==> config.mk <==
export PLATFORM = sky130hd
export DESIGN_NAME = wall_follow_steering_top
export DESIGN_NICKNAME = d
export VERILOG_FILES = /design/src/wfs_pkg.sv /design/src/wfs_cfg_regs.sv /design/src/wall_follow_steering_top.sv
export SDC_FILE = /design/constraint.sdc
export NUM_CORES = 1
export LEC_CHECK = 0
export ABC_CLOCK_PERIOD_IN_PS = 11050
export BUFFER_PORTS_ARGS = -buffer_cell sky130_fd_sc_hd__buf_4
export CAP_MARGIN = 15
export CORE_AREA = 2 2 188 190
export DETAILED_ROUTE_END_ITERATION = 12
export DIE_AREA = 0 0 190 192
export GPL_TIMING_DRIVEN = 0
export PLACE_DENSITY = 0.84
export SLEW_MARGIN = 20
export SYNTH_ARGS = -nofsm -noshare
export SYNTH_HDL_FRONTEND = slang
export SYNTH_HIERARCHICAL = 1
export SYNTH_SLANG_ARGS = --single-unit
==> constraint.sdc <==
create_clock -name clk_i -period 11.05 [get_ports clk_i]
set_input_delay 0.5525 -clock clk_i [delete_from_list [all_inputs] [get_ports clk_i]]
set_output_delay 0.5525 -clock clk_i [all_outputs]
set_load 0.02 [all_outputs]
==> src/wfs_pkg.sv <==
// ----------------------------------------------------------------------------
// wfs_pkg
// shared constants for the wall-follow steering block
// ----------------------------------------------------------------------------
package wfs_pkg;

  // configuration port
  localparam int unsigned CfgIdxBits  = 3;
  localparam int unsigned CfgDataBits = 16;

  // register indexes
  localparam logic [CfgIdxBits-1:0] CFG_STEER_ENABLE  = 3'd0;
  localparam logic [CfgIdxBits-1:0] CFG_CHANGE_THRESH = 3'd1;
  localparam logic [CfgIdxBits-1:0] CFG_LEFT_THRESH   = 3'd2;
  localparam logic [CfgIdxBits-1:0] CFG_RIGHT_THRESH  = 3'd3;
  localparam logic [CfgIdxBits-1:0] CFG_LEFT_BASE     = 3'd4;
  localparam logic [CfgIdxBits-1:0] CFG_RIGHT_BASE    = 3'd5;
  localparam logic [CfgIdxBits-1:0] CFG_STEER_GAIN    = 3'd6;

  // field widths that do not follow the sensor width
  localparam int unsigned ChgThrBits = 12;
  localparam int unsigned PrescBits  = 16;
  localparam int unsigned GainBits   = 16;

  // threshold raise on a large change
  localparam int unsigned ThreshRaise = 10;

  // gain after reset, about 0.005 in Q0.16
  localparam logic [GainBits-1:0] GAIN_RESET = 16'd328;

endpackage

==> src/wfs_cfg_regs.sv <==
// ----------------------------------------------------------------------------
// wfs_cfg_regs
// configuration register file, one write port, index decode
// ----------------------------------------------------------------------------
module wfs_cfg_regs
  import wfs_pkg::*;
#(
  parameter int unsigned SENSOR_BITS = 12
) (
  input  logic                   clk_i,
  input  logic                   rst_ni,
  input  logic                   wr_en_i,
  input  logic [CfgIdxBits-1:0]  wr_index_i,
  input  logic [CfgDataBits-1:0] wr_data_i,
  output logic                   steer_enable_o,
  output logic [ChgThrBits-1:0]  change_threshold_o,
  output logic [SENSOR_BITS-1:0] left_wall_threshold_o,
  output logic [SENSOR_BITS-1:0] right_wall_threshold_o,
  output logic [PrescBits-1:0]   left_base_prescaler_o,
  output logic [PrescBits-1:0]   right_base_prescaler_o,
  output logic [GainBits-1:0]    steer_gain_o
);

  logic                   enable_q;
  logic [ChgThrBits-1:0]  chg_thr_q;
  logic [SENSOR_BITS-1:0] left_thr_q;
  logic [SENSOR_BITS-1:0] right_thr_q;
  logic [PrescBits-1:0]   left_base_q;
  logic [PrescBits-1:0]   right_base_q;
  logic [GainBits-1:0]    gain_q;

  always_ff @(posedge clk_i or negedge rst_ni) begin
    if (!rst_ni) begin
      enable_q     <= 1'b0;
      chg_thr_q    <= '0;
      left_thr_q   <= '0;
      right_thr_q  <= '0;
      left_base_q  <= '0;
      right_base_q <= '0;
      gain_q       <= GAIN_RESET;
    end else if (wr_en_i) begin
      unique case (wr_index_i)
        CFG_STEER_ENABLE:  enable_q     <= wr_data_i[0];
        CFG_CHANGE_THRESH: chg_thr_q    <= wr_data_i[ChgThrBits-1:0];
        CFG_LEFT_THRESH:   left_thr_q   <= wr_data_i[SENSOR_BITS-1:0];
        CFG_RIGHT_THRESH:  right_thr_q  <= wr_data_i[SENSOR_BITS-1:0];
        CFG_LEFT_BASE:     left_base_q  <= wr_data_i[PrescBits-1:0];
        CFG_RIGHT_BASE:    right_base_q <= wr_data_i[PrescBits-1:0];
        CFG_STEER_GAIN:    gain_q       <= wr_data_i[GainBits-1:0];
        default: ;  // unused index, write dropped
      endcase
    end
  end

  assign steer_enable_o         = enable_q;
  assign change_threshold_o     = chg_thr_q;
  assign left_wall_threshold_o  = left_thr_q;
  assign right_wall_threshold_o = right_thr_q;
  assign left_base_prescaler_o  = left_base_q;
  assign right_base_prescaler_o = right_base_q;
  assign steer_gain_o           = gain_q;

endmodule

==> src/wall_follow_steering_top.sv <==
// ----------------------------------------------------------------------------
// wall_follow_steering_top
// wall-following steering error and motor prescaler correction
// ----------------------------------------------------------------------------
// usage:
//   input channel: one transfer per control tick with both sensor levels and
//   level changes; accepted when in_valid_i is high and in_stall_o is low
//   output channel: steering error plus new left and right prescalers;
//   taken when out_valid_o is high and out_stall_i is low
//   config channel: cfg_valid_i/cfg_ready_o write of one register by index,
//   always ready; write only while no tick is in flight
// latency: five cycles from input transfer to out_valid_o (flag compare,
//   wall case and error, gain multiply, rounding, saturating add)
// throughput: one tick per cycle, set by the five-stage pipeline with no
//   stage looping; the gain multiplier is the deepest stage
// stall: each stage holds while the one after it is full and stalled, so a
//   stalled output stops the pipe from the back without losing a tick;
//   in_stall_o rises only once every stage holds a tick
// disabled: a tick taken while steer_enable is 0 enters with its valid bit
//   cleared and never shows on the output
// reset: pipeline emptied, registers cleared, gain back to its default
// ----------------------------------------------------------------------------
module wall_follow_steering_top
  import wfs_pkg::*;
#(
  parameter int unsigned SENSOR_BITS = 12
) (
  input  logic                   clk_i,
  input  logic                   rst_ni,
  // config write channel
  input  logic                   cfg_valid_i,
  output logic                   cfg_ready_o,
  input  logic [CfgIdxBits-1:0]  cfg_index_i,
  input  logic [CfgDataBits-1:0] cfg_data_i,
  // input channel
  input  logic                   in_valid_i,
  output logic                   in_stall_o,
  input  logic [SENSOR_BITS-1:0] left_level_i,
  input  logic [SENSOR_BITS-1:0] right_level_i,
  input  logic signed [SENSOR_BITS:0] left_change_i,
  input  logic signed [SENSOR_BITS:0] right_change_i,
  // output channel
  output logic                   out_valid_o,
  input  logic                   out_stall_i,
  output logic signed [SENSOR_BITS+1:0] steer_error_o,
  output logic [PrescBits-1:0]   left_prescaler_o,
  output logic [PrescBits-1:0]   right_prescaler_o
);

  // widths
  localparam int unsigned ChgW  = SENSOR_BITS + 1;          // change field
  localparam int unsigned ErrW  = SENSOR_BITS + 2;          // error field
  localparam int unsigned WideW = SENSOR_BITS + 3;          // error before clamp
  localparam int unsigned AbsW  = (ChgW > ChgThrBits) ? ChgW : ChgThrBits;
  localparam int unsigned ProdW = ErrW + GainBits + 1;      // signed product
  localparam int unsigned CorrW = ProdW - GainBits;         // product >> 16
  localparam int unsigned SumW  = ((CorrW > PrescBits + 1) ? CorrW : PrescBits + 1) + 1;
  localparam logic [SENSOR_BITS:0] RAISE = (SENSOR_BITS + 1)'(ThreshRaise);
  localparam logic [ProdW-1:0] ROUND_BIAS = ProdW'({GainBits{1'b1}});

  // --------------------------------------------------------------------------
  // configuration registers
  // --------------------------------------------------------------------------
  logic                   steer_enable;
  logic [ChgThrBits-1:0]  change_threshold;
  logic [SENSOR_BITS-1:0] left_wall_threshold;
  logic [SENSOR_BITS-1:0] right_wall_threshold;
  logic [PrescBits-1:0]   left_base_prescaler;
  logic [PrescBits-1:0]   right_base_prescaler;
  logic [GainBits-1:0]    steer_gain;

  assign cfg_ready_o = 1'b1;

  wfs_cfg_regs #(
    .SENSOR_BITS(SENSOR_BITS)
  ) u_cfg_regs (
    .clk_i                 (clk_i),
    .rst_ni                (rst_ni),
    .wr_en_i               (cfg_valid_i & cfg_ready_o),
    .wr_index_i            (cfg_index_i),
    .wr_data_i             (cfg_data_i),
    .steer_enable_o        (steer_enable),
    .change_threshold_o    (change_threshold),
    .left_wall_threshold_o (left_wall_threshold),
    .right_wall_threshold_o(right_wall_threshold),
    .left_base_prescaler_o (left_base_prescaler),
    .right_base_prescaler_o(right_base_prescaler),
    .steer_gain_o          (steer_gain)
  );

  // --------------------------------------------------------------------------
  // pipeline flow control: a stage moves when it is empty or the next moves
  // --------------------------------------------------------------------------
  logic s1_valid_q, s2_valid_q, s3_valid_q, s4_valid_q, s5_valid_q;
  logic s1_adv, s2_adv, s3_adv, s4_adv, s5_adv;

  assign s5_adv = !s5_valid_q || !out_stall_i;
  assign s4_adv = !s4_valid_q || s5_adv;
  assign s3_adv = !s3_valid_q || s4_adv;
  assign s2_adv = !s2_valid_q || s3_adv;
  assign s1_adv = !s1_valid_q || s2_adv;

  assign in_stall_o = !s1_adv;

  always_ff @(posedge clk_i or negedge rst_ni) begin
    if (!rst_ni) begin
      s1_valid_q <= 1'b0;
      s2_valid_q <= 1'b0;
      s3_valid_q <= 1'b0;
      s4_valid_q <= 1'b0;
      s5_valid_q <= 1'b0;
    end else begin
      // ticks taken while disabled get no valid bit
      if (s1_adv) s1_valid_q <= in_valid_i & steer_enable;
      if (s2_adv) s2_valid_q <= s1_valid_q;
      if (s3_adv) s3_valid_q <= s2_valid_q;
      if (s4_adv) s4_valid_q <= s3_valid_q;
      if (s5_adv) s5_valid_q <= s4_valid_q;
    end
  end

  // --------------------------------------------------------------------------
  // stage 1: absolute change against the change threshold
  // --------------------------------------------------------------------------
  logic [ChgW-1:0] l_abs, r_abs;
  logic            l_raise_d, r_raise_d;

  logic [SENSOR_BITS-1:0] s1_l_lvl_q, s1_r_lvl_q;
  logic signed [ChgW-1:0] s1_l_chg_q, s1_r_chg_q;
  logic                   s1_l_raise_q, s1_r_raise_q;

  // the most negative change wraps to 2^SENSOR_BITS, read as unsigned
  assign l_abs = left_change_i[ChgW-1]  ? ChgW'(-left_change_i)  : left_change_i;
  assign r_abs = right_change_i[ChgW-1] ? ChgW'(-right_change_i) : right_change_i;

  assign l_raise_d = AbsW'(l_abs) >= AbsW'(change_threshold);
  assign r_raise_d = AbsW'(r_abs) >= AbsW'(change_threshold);

  always_ff @(posedge clk_i) begin
    if (s1_adv && in_valid_i) begin
      s1_l_lvl_q   <= left_level_i;
      s1_r_lvl_q   <= right_level_i;
      s1_l_chg_q   <= left_change_i;
      s1_r_chg_q   <= right_change_i;
      s1_l_raise_q <= l_raise_d;
      s1_r_raise_q <= r_raise_d;
    end
  end

  // --------------------------------------------------------------------------
  // stage 2: wall detection, case selection, error clamp
  // --------------------------------------------------------------------------
  logic [SENSOR_BITS:0]    l_thr, r_thr, l_lvl_x, r_lvl_x;
  logic                    l_ge, l_le, r_ge, r_le;
  logic signed [WideW-1:0] l_chg_x, r_chg_x, err_wide;
  logic signed [ErrW-1:0]  err_d;
  logic signed [ErrW-1:0]  s2_err_q;

  assign l_thr   = {1'b0, left_wall_threshold}  + (s1_l_raise_q ? RAISE : '0);
  assign r_thr   = {1'b0, right_wall_threshold} + (s1_r_raise_q ? RAISE : '0);
  assign l_lvl_x = {1'b0, s1_l_lvl_q};
  assign r_lvl_x = {1'b0, s1_r_lvl_q};

  assign l_ge = l_lvl_x >= l_thr;
  assign l_le = l_lvl_x <= l_thr;
  assign r_ge = r_lvl_x >= r_thr;
  assign r_le = r_lvl_x <= r_thr;

  assign l_chg_x = WideW'(s1_l_chg_q);
  assign r_chg_x = WideW'(s1_r_chg_q);

  always_comb begin
    if (l_ge && r_ge) begin
      err_wide = l_chg_x - r_chg_x;            // both walls
    end else if (l_le && r_le) begin
      err_wide = '0;                           // no wall
    end else if (r_ge) begin
      err_wide = -(r_chg_x <<< 1);             // right wall only
    end else begin
      err_wide = l_chg_x <<< 1;                // left wall only
    end
  end

  // clamp to the error field when the top two bits disagree
  assign err_d = (err_wide[WideW-1] != err_wide[WideW-2])
               ? {err_wide[WideW-1], {(ErrW-1){~err_wide[WideW-1]}}}
               : err_wide[ErrW-1:0];

  always_ff @(posedge clk_i) begin
    if (s2_adv && s1_valid_q) begin
      s2_err_q <= err_d;
    end
  end

  // --------------------------------------------------------------------------
  // stage 3: gain multiply
  // --------------------------------------------------------------------------
  logic signed [ProdW-1:0] prod_d, s3_prod_q;
  logic signed [ErrW-1:0]  s3_err_q;

  assign prod_d = ProdW'(s2_err_q) * ProdW'($signed({1'b0, steer_gain}));

  always_ff @(posedge clk_i) begin
    if (s3_adv && s2_valid_q) begin
      s3_prod_q <= prod_d;
      s3_err_q  <= s2_err_q;
    end
  end

  // --------------------------------------------------------------------------
  // stage 4: drop the fraction, rounding toward zero
  // --------------------------------------------------------------------------
  logic [ProdW-1:0]        biased;
  logic signed [CorrW-1:0] s4_corr_q;
  logic signed [ErrW-1:0]  s4_err_q;

  assign biased = s3_prod_q + (s3_prod_q[ProdW-1] ? ROUND_BIAS : '0);

  always_ff @(posedge clk_i) begin
    if (s4_adv && s3_valid_q) begin
      s4_corr_q <= biased[ProdW-1:GainBits];
      s4_err_q  <= s3_err_q;
    end
  end

  // --------------------------------------------------------------------------
  // stage 5: apply correction, saturate, output register
  // --------------------------------------------------------------------------
  logic signed [SumW-1:0]  corr_x, l_base_x, r_base_x, l_sum, r_sum;
  logic [PrescBits-1:0]    l_sat, r_sat;
  logic signed [ErrW-1:0]  s5_err_q;
  logic [PrescBits-1:0]    s5_left_q, s5_right_q;

  assign corr_x   = SumW'(s4_corr_q);
  assign l_base_x = $signed({{(SumW-PrescBits){1'b0}}, left_base_prescaler});
  assign r_base_x = $signed({{(SumW-PrescBits){1'b0}}, right_base_prescaler});
  assign l_sum    = l_base_x - corr_x;
  assign r_sum    = r_base_x + corr_x;

  always_comb begin
    if (l_sum[SumW-1]) begin
      l_sat = '0;
    end else if (|l_sum[SumW-2:PrescBits]) begin
      l_sat = '1;
    end else begin
      l_sat = l_sum[PrescBits-1:0];
    end
    if (r_sum[SumW-1]) begin
      r_sat = '0;
    end else if (|r_sum[SumW-2:PrescBits]) begin
      r_sat = '1;
    end else begin
      r_sat = r_sum[PrescBits-1:0];
    end
  end

  always_ff @(posedge clk_i) begin
    if (s5_adv && s4_valid_q) begin
      s5_err_q   <= s4_err_q;
      s5_left_q  <= l_sat;
      s5_right_q <= r_sat;
    end
  end

  assign out_valid_o       = s5_valid_q;
  assign steer_error_o     = s5_err_q;
  assign left_prescaler_o  = s5_left_q;
  assign right_prescaler_o = s5_right_q;

endmodule

==> results of run 1 <==
state kept, by name, indices dropped and copies added, names as in the netlist, 12 cells and up:
| register | flops |
|---|---|
| left_prescaler_o | 16 |
| right_prescaler_o | 16 |
| s1_l_chg_q | 13 |
| s1_l_lvl_q | 12 |
| s1_r_chg_q | 13 |
| s1_r_lvl_q | 12 |
| s2_err_q | 14 |
| s3_err_q | 14 |
| s3_prod_q | 31 |
| s4_corr_q | 15 |
| s4_err_q | 14 |
| steer_error_o | 14 |
| u_cfg_regs/change_threshold_o | 12 |
| u_cfg_regs/left_base_prescaler_o | 16 |
| u_cfg_regs/left_wall_threshold_o | 12 |
| u_cfg_regs/right_base_prescaler_o | 16 |
| u_cfg_regs/right_wall_threshold_o | 12 |
| u_cfg_regs/steer_gain_o | 16 |
cell families (layout without fill, tap and decap cells):
| kind of cell | after synthesis | after routing | synth area share [%] |
|---|---|---|---|
| multiplexers | 90 | 90 | 4.70 |
| XOR/XNOR | 129 | 129 | 5.29 |
| other | 1 | 2 | 0.0169 |
| flip-flops | 276 | 276 | 35.3 |
| adder cells (fa/ha/maj) | 400 | 400 | 28.3 |
| AO/OA/AOI/OAI | 274 | 274 | 8.25 |
| AND/OR/NAND/NOR | 517 | 517 | 12.2 |
| buffers and inverters | 331 | 509 | 5.98 |
worst max-delay path: cells and delay by family (launching register included):
| family | cells | cell delay [ns] |
|---|---|---|
| DFF | 1 | 0.61 |
| buffers and inverters | 4 | 0.76 |
| and+or+nand+nor | 4 | 0.58 |
| adders and majority gates | 7 | 3.41 |
| AOI/OAI and AO/OA | 3 | 1.56 |
final cells by class:
cell class	count	share of cell area, %
timing repair buffer	124	3.97
sequential	276	31.8
antenna	1	0.0101
tap	455	2.31
clock buffer	41	3.20
buffer	55	1.18
inverter	276	4.20
multi-input combinational	1411	52.9
clock inverter	13	0.446
per-layer routing:
| metal | vias to the layer above | part of all wire (%) |
|---|---|---|
| li1 | 7128 | - |
| met5 | - | 0 |
| met3 | 161 | 7.0 |
| met2 | 628 | 49 |
| met1 | 7609 | 39 |
| met4 | 0 | 4.2 |
stage by stage:
stage               util (%)  cells  setup slack, ns  hold slack, ns
finish                  72.0   2652             3.92          0.0388
global route            72.0   2651             3.62           0.111
CTS                     72.0   2651             3.97           0.143
detailed placement      69.3   2597             3.99           0.405
global placement        69.1   2594             4.05           0.402
floorplan                  -   2018             4.95           0.257
layout by cell type (no fill, tap or decap), types with 32 or more instances in the layout:
cell type    n
inv_1      275
ha_1       231
edfxtp_1   186
fa_1       169
nand2_1    158
buf_4      121
and2_1     119
dfrtp_1     87
xnor2_1     86
mux2_2      75
a21oi_1     70
nor2_1      58
clkbuf_1    49
o21a_1      44
o21ai_0     43
xor2_1      40
a21o_1      32
how the worst max path moves through the flow:
stage,start,end,slack (ns),cells past startpoint
final,s2_err_q[10],s3_prod_q[19],3.92,18
after global routing,s2_err_q[7],s3_prod_q[26],3.62,21
after CTS,s2_err_q[7],s3_prod_q[26],3.97,21
after detailed placement,s2_err_q[7],s3_prod_q[26],3.99,21
after global placement,s2_err_q[7],s3_prod_q[26],4.05,21
after floorplan,u_cfg_regs/steer_gain_o[6],s3_prod_q[26],4.95,21
==> summary by stage, run 1 <==
CTS
In this run the number of H-tree levels came out at 1. The tree is rooted in a clkbuf_16. After clock tree synthesis, the clock-pin slew on the worst setup and hold paths is 0.06 ns.

The total clock buffers created by CTS is 29. The buffer depth of the longest clock path is 3. The clock sink count is 276. The clock latency of the later-clocked register in the worst-skew pair is 0.56 ns. The clock tree from TritonCTS is done. The post-CTS resize count is 0. Hold repair after CTS inserted 0 buffers. The number of buffers inserted to repair setup after CTS is 0.

Route
For this block, the via count after detailed routing is 15500. Before antenna repair, the detailed router went through 5 iterations. The sum of routed wire length over all layers is 51400 um. In this run, the number of DRC markers left after iteration 0 of detailed routing was 1038. The routed wirelength normalized by instance count is 19.4 um. After detailed routing, the number of vias per cell comes to 5.85. In this run the remaining antenna-violating nets after routing total 0.

The remaining routing DRC violations is 0.

Die
Row generation in the floorplan step produced 68 rows. For this design the top-level I/O count stands at 123. The x dimension of the die is 190 um. The die extent in y is 192 um. The core box area is 34300 um^2. Once the floorplan was initialized, standard cells occupied 64.8% of the core. The die covers 36500 um^2.

Worst setup path
The source of the worst register-to-register timing path is s2_err_q[10]. Of all nets on the critical path, the largest fanout is 10. The data arrival time of the critical path is 7.48 ns.

The critical path goes through clkbuf_1 > nand2_1 > fa_1 > fa_1 > fa_1 > inv_1 > fa_1 > fa_1 > inv_1 > fa_1 > inv_1 > ha_1 > nand2_1 > o41ai_1 > nand2_1 > o21bai_1 > nand2_1 > a311oi_1. The largest single stage delay on the critical path is 0.91 ns. The critical path is of the flop to flop type. The largest individual stage delay along the critical path comes from the cell o41ai_1.

The kind of end point of the critical path is a flop. At the worst endpoint, the required time is 11.39 ns. The minimum setup slack among reg-to-reg paths is 3.92 ns. STA classifies the critical path startpoint as a flop. The most used cell along the critical path is fa_1. In this run the critical register-to-register path is captured at s3_prod_q[19].

Measured in cells, the most critical reg-to-reg path has a length of 18.

STA
After routing, the total negative slack on setup checks comes to 0 ns. The final number of max-transition violations was 0. Dividing the final minimum period by the clock period gives 64.5%. Clock skew on the completed layout was measured at 0.00909 ns.

After layout, the minimum clock period comes to 7.13 ns. The count of endpoints failing hold in the final timing report came to 0. The relative max-transition margin is 26.8%.

The peak clock frequency supported by timing is 0.140 GHz. The number of failing setup endpoints in the final timing report is 0. The transition time of the tightest slew-check pin is 1.09 ns.

Setup repair after global routing left no endpoint under its margin.

Place
The number of input and output port buffers inserted is 121. The detailed placement HPWL is 39400 um. At the end of routability-driven placement, the weighted congestion stood at 0.945. The placed instances occupy a cell area of 23800 um^2.

Cells and area
After routing the design area is 24700 um^2. The signed area change from the synthesized netlist to the final layout is 11.1%. The area occupied by multi-input gates is 13100 um^2.

The storage element area is 7840 um^2. The count of fill cells added during filler insertion is 2281. The fraction of layout cells with a size suffix above 1 is 13.6%.

For this run, the post-layout net count is 2647.

Run
The tool flagged a number of max-cap violations equal to 0.

Synthesis
The cell count after synthesis is 2018. The leading register cell type out of synthesis is edfxtp_1. A synthesized cell averages 11.0 um^2. The synthesized design contains 186 enable-type register cells.

The fraction of synthesis flops using an asynchronous set or reset pin is 32.6%. In the post-synthesis netlist, the biggest area contributors are edfxtp_1 25%, fa_1 15%, ha_1 13%, dfrtp_1 9.8%, inv_1 4.6%. For this run, the register share of the synthesized area comes to 35.3%. By instance count, the leading cell after synthesis is inv_1. The commonest cells after synthesis are 275 x inv_1, 231 x ha_1, 186 x edfxtp_1, 169 x fa_1, 158 x nand2_1. The mapped cell area is 22200 um^2.

The number of warnings printed during yosys synthesis is 6. The post-synth net total is 2492. The number of different library cells used by synthesis comes to 83. The biggest area consumer among synthesized cells is edfxtp_1. The fraction of post-synthesis cell area in the top cell type by area is 25.2%. Counting flops and latches in the post-synthesis netlist gives 276.

Global routing
The met3 track utilization from global routing is 4.66%. Entering global routing, the biggest net connects 91 pins. The first global-routing pass estimated 82300 um of wire. The global routing usage on met2 is 50.4%. The number of antenna violations at the first check in global routing is 2. The aggregate global routing overflow is 0. For this run, the total global-route usage over all layers was measured as 29.0%. Global routing used 36.3% of the available met1 tracks. The highest-utilization routing layer at the global route stage is met2.

The number of global-route vias before repair is 16100.

Status
The run finished with clean final reports.

Worst hold path
The worst hold path belongs to the class input port to async pin.
Power of run 1 is not shown: default switching activity piles up to over one toggle a cycle in this logic, so the estimate is an artifact.
==> inputs of run 2 (changes only) <==
--- a/config.mk
+++ b/config.mk
@@ -5,14 +5,15 @@
 export SDC_FILE = /design/constraint.sdc
 export NUM_CORES = 1
 export LEC_CHECK = 0
-export ABC_CLOCK_PERIOD_IN_PS = 11050
+export ABC_AREA = 1
+export ABC_CLOCK_PERIOD_IN_PS = 6100
 export BUFFER_PORTS_ARGS = -buffer_cell sky130_fd_sc_hd__buf_4
 export CAP_MARGIN = 15
-export CORE_AREA = 2 2 188 190
+export CORE_AREA = 2 2 207 209
 export DETAILED_ROUTE_END_ITERATION = 12
-export DIE_AREA = 0 0 190 192
+export DIE_AREA = 0 0 209 211
 export GPL_TIMING_DRIVEN = 0
-export PLACE_DENSITY = 0.84
+export PLACE_DENSITY = 0.78
 export SLEW_MARGIN = 20
 export SYNTH_ARGS = -nofsm -noshare
 export SYNTH_HDL_FRONTEND = slang
==> constraint.sdc (replaced) <==
create_clock -name clk_i -period 6.1 [get_ports clk_i]
set_input_delay 0.305 -clock clk_i [delete_from_list [all_inputs] [get_ports clk_i]]
set_output_delay 0.305 -clock clk_i [all_outputs]
set_load 0.02 [all_outputs]
==> run 2 against run 1 <==
Synthesized cell count rose by 38%. Clock skew rose by 0.0094 ns. Wire length rose by 23%. Utilization fell by 6.8 points. Sequential cell count did not move. Register-to-register slack got worse by 3.7 ns.
==> summary by stage, run 2 <==
Status
Status: complete, no violations (unchanged).

CTS
The clock tree from TritonCTS is done (unchanged). The number of H-tree levels is 1 (unchanged). The clock-pin slew of the registers on the worst-case setup and hold paths is 0.06 ns (about the same). The total clock buffers created by CTS is 29 (unchanged). The buffer depth of the longest clock path came to 3 (unchanged). The root buffer selected by CTS was clkbuf_16 (unchanged). The clock latency of the later-clocked register in the worst-skew pair came to 0.57 ns (was 0.56 ns). The clock sink count is 276 (unchanged).

Synthesis
The leading register cell type out of synthesis is edfxtp_1 (unchanged). The number of synthesized flops with an enable pin is 186 (unchanged). The post-synth net total was 3264 (was 2492). The number of synthesized register bits was 276 (unchanged).

Main area contributors after synthesis: edfxtp_1 24%, fa_1 14%, ha_1 12%, nand2_1 12%, dfrtp_1 9.2% (was edfxtp_1 25%, fa_1 15%, ha_1 13%, dfrtp_1 9.8%, inv_1 4.6%). The number of warnings printed during yosys synthesis is 6 (unchanged). The sequential element share of the synthesized area is 33.1% (was 35.3%). The biggest area consumer among synthesized cells was edfxtp_1 (unchanged).

The fraction of post-synthesis cell area in the top cell type by area is 23.6% (was 25.2%). The fraction of synthesis flops using an asynchronous set or reset pin was 32.6% (unchanged). The mean instance size in the synthesized netlist is 8.50 um^2 (was 11.0 um^2). Commonest cells in the netlist: 738 x nand2_1, 487 x inv_1, 231 x ha_1, 216 x nor2_1, 186 x edfxtp_1 (was 275 x inv_1, 231 x ha_1, 186 x edfxtp_1, 169 x fa_1, 158 x nand2_1). The number of distinct library cell variants in the gate-level netlist after synthesis is 54 (was 83).

The cell with the most instances after synthesis is nand2_1 (was inv_1). The mapped cell area is 23700 um^2 (was 22200 um^2). The cell count after synthesis was 2790 (was 2018).

Cells and area
Most frequent cells in the layout: 736 x nand2_1, 484 x inv_1, 231 x ha_1, 214 x nor2_1, 186 x edfxtp_1 (was 275 x inv_1, 231 x ha_1, 186 x edfxtp_1, 169 x fa_1, 158 x nand2_1). The fraction of layout cells with a size suffix above 1 was 11.5% (was 13.6%). The post-route cell area is 27200 um^2 (was 24700 um^2). The net count of the finished layout came to 3496 (was 2647). The count of fill cells added during filler insertion was 3353 (was 2281). The area occupied by multi-input gates is 13800 um^2 (was 13100 um^2). The storage element area came to 7850 um^2 (was 7840 um^2).

The number of antenna cells inserted is 0 (was 1). The signed area change from the synthesized netlist to the final layout is 14.9% (was 11.1%). The leading cell type in the layout, fill and taps excluded was nand2_1 (was inv_1). The number of flip-flops in the largest register is 31 (unchanged).

The register with the highest flop count is s3_prod_q (unchanged). The share of the core filled with cells in the final layout is 65.2% (was 72.0%).

Worst hold path
The number of cells on the worst hold path is 3. The worst min-delay path startpoint is cfg_data_i[12]. The path with the worst hold slack has its endpoint at u_cfg_regs/right_base_prescaler_o[12]. The class of the tightest hold or removal check is input port to flop (was input port to async pin).

Route
The total via count in the routed design came to 19500 (was 15500). The routed wirelength normalized by instance count is 17.6 um (was 19.4 um). The remaining routing DRC violations came to 0 (unchanged).

The sum of routed wire length over all layers is 63000 um (was 51400 um). The initial detailed-routing violation count is 1630 (was 1038). The number of iterations in the first detailed-routing pass was 6 (was 5). The post-detailed-route count of antenna-violating nets was 0 (unchanged).

The mean number of vias per cell is 5.45 (was 5.85).

Die
The die extent in y came to 211 um (was 192 um). The total die area came to 44100 um^2 (was 36500 um^2). The cell row count came to 75 (was 68). The x dimension of the die is 209 um (was 190 um). The initial core utilization came to 56.8% (was 64.8%). The I/O pin count is 123 (unchanged). The core box area is 41800 um^2 (was 34300 um^2).

Worst setup path
The source of the worst register-to-register timing path was u_cfg_regs/steer_gain_o[2] (was s2_err_q[10]). The most used cell along the critical path is fa_1 (unchanged). Cell-by-cell listing of the critical path: clkbuf_2 > nand2_1 > fa_1 > fa_1 > inv_1 > fa_1 > fa_1 > fa_1 > inv_1 > fa_1 > inv_1 > ha_1 > a21oi_1 > o21ai_1 > a21oi_2 > nand3_2 > a21oi_2 > xnor2_1 (was clkbuf_1 > nand2_1 > fa_1 > fa_1 > fa_1 > inv_1 > fa_1 > fa_1 > inv_1 > fa_1 > inv_1 > ha_1 > nand2_1 > o41ai_1 > nand2_1 > o21bai_1 > nand2_1 > a311oi_1). The data arrival time of the critical path was 6.18 ns (was 7.48 ns). The reg-to-reg endpoint is s3_prod_q[24] (was s3_prod_q[19]). The worst-case reg-to-reg path depth is 18 (unchanged). The kind of end point of the critical path was a flop (unchanged). The type of the setup path with the least slack is flop to flop (unchanged).

The critical path data required time is 6.40 ns (was 11.39 ns). The top fanout value on the critical path is 10 (unchanged). The slowest stage cell on the critical path is fa_1 (was o41ai_1). The peak per-stage delay on the critical path is 0.55 ns (was 0.91 ns). The kind of launch point of the worst setup path is a flop (unchanged). The minimum setup slack among reg-to-reg paths is 0.23 ns (was 3.92 ns).

Global routing
The global-route wire length before repair is 101000 um (was 82300 um). The aggregate global routing overflow was 0 (unchanged). The maximum number of pins on one net before global-route repair came to 91 (unchanged). The global routing usage summed across all routing layers is 28.9% (was 29.0%). The number of antenna violations at the first check in global routing is 0 (was 2). The number of global-route vias before repair is 19500 (was 16100).

STA
The transition time of the tightest slew-check pin came to 0.820 ns (was 1.09 ns). The number of failing setup endpoints in the final timing report is 0 (unchanged). The peak clock frequency supported by timing is 0.170 GHz (was 0.140 GHz). The relative max-transition margin came to 45.3% (was 26.8%). The count of endpoints failing hold in the final timing report is 0 (unchanged). The final setup skew is 0.0185 ns (was 0.00909 ns). The part of the cycle the worst path needs is 96.2% (was 64.5%). The final critical path time including I/O delays and setup is 5.87 ns (was 7.13 ns). The final number of max-transition violations is 0 (unchanged).

Place
The detailed placement HPWL is 48300 um (was 39400 um). The routability congestion estimate from global placement is 0.980 (was 0.945). The placed instance area is 25400 um^2 (was 23800 um^2). The number of input and output port buffers inserted is 121 (unchanged).

Run
The max-cap check violation count is 0 (unchanged).
run 2: worst max-delay path by stage:
stage | start | to | slack, ns | cells after the start
floorplan | u_cfg_regs/steer_gain_o[6] | s3_prod_q[24] | 0.47 | 18
global placement | s2_err_q[10] | s3_prod_q[24] | -0.55 | 19
detailed placement | s2_err_q[13] | s3_prod_q[24] | -0.52 | 18
CTS | u_cfg_regs/steer_gain_o[7] | s3_prod_q[26] | 0.03 | 25
global route | u_cfg_regs/steer_gain_o[2] | s3_prod_q[30] | -0.03 | 18
finish | u_cfg_regs/steer_gain_o[2] | s3_prod_q[24] | 0.23 | 18
run 2: metrics by stage:
step / setup TNS (ns) / cells / worst slack (ns) / hold slack (ns)
final: 0 / 3584 / 0.229 / 0.0316
after global routing: -0.0266 / 3584 / -0.0266 / 0.0212
after CTS: 0 / 3561 / 0.0330 / 0.00483
after detailed placement: -3.37 / 3454 / -0.518 / 0.405
after global placement: -2.98 / 3450 / -0.551 / 0.400
after floorplan: 0 / 2790 / 0.474 / 0.00941
run 2: cell type report:
| type | count | share of cell area [%] |
|---|---|---|
| Tap cell | 539 | 2.48 |
| Clock inverter | 12 | 0.280 |
| Multi-Input combinational cell | 1954 | 50.5 |
| Timing Repair Buffer | 215 | 6.68 |
| Inverter | 491 | 6.77 |
| Clock buffer | 42 | 3.08 |
| Buffer | 55 | 1.36 |
| Sequential cell | 276 | 28.8 |
run 2: kinds of logic (layout without fill, tap and decap cells):
| family | after synthesis | after routing | share of synthesized area [%] |
|---|---|---|---|
| compound gates | 235 | 235 | 5.54 |
| flops | 276 | 276 | 33.1 |
| buf+inv | 560 | 815 | 9.19 |
| xor+xnor | 115 | 115 | 4.31 |
| simple gates | 1203 | 1203 | 21.4 |
| fa+ha+maj | 400 | 400 | 26.5 |
| other cells | 1 | 1 | 0.0158 |
run 2: routing by layer:
| layer | part of all wire (%) | GRT usage, % | vias to the layer above |
|---|---|---|---|
| met4 | 3.9 | 10.7 | 0 |
| met1 | 41 | 37.1 | 9328 |
| met3 | 7.1 | 3.90 | 163 |
| met2 | 48 | 50.2 | 771 |
| li1 | - | - | 9279 |
| met5 | 0 | 0 | - |
run 2: repair_timing:
action	CTS	global route
hold buffers	55	0
hold endpoints to repair	62	0
setup buffers	5	30
gates resized for setup	34	61
setup endpoints to repair	16	14
pin swaps	0	3
run 2: worst max-delay path: cells and delay by family, from the launching register on:
| family | cells | cell delay, ns |
|---|---|---|
| AND/OR/NAND/NOR | 2 | 0.26 |
| adder cells (fa/ha/maj) | 7 | 3.48 |
| AO/OA/AOI/OAI | 4 | 0.81 |
| buffers and inverters | 4 | 0.48 |
| XOR/XNOR | 1 | 0.09 |
| flip-flops | 1 | 0.49 |
Power of run 2 is left out for the same reason.
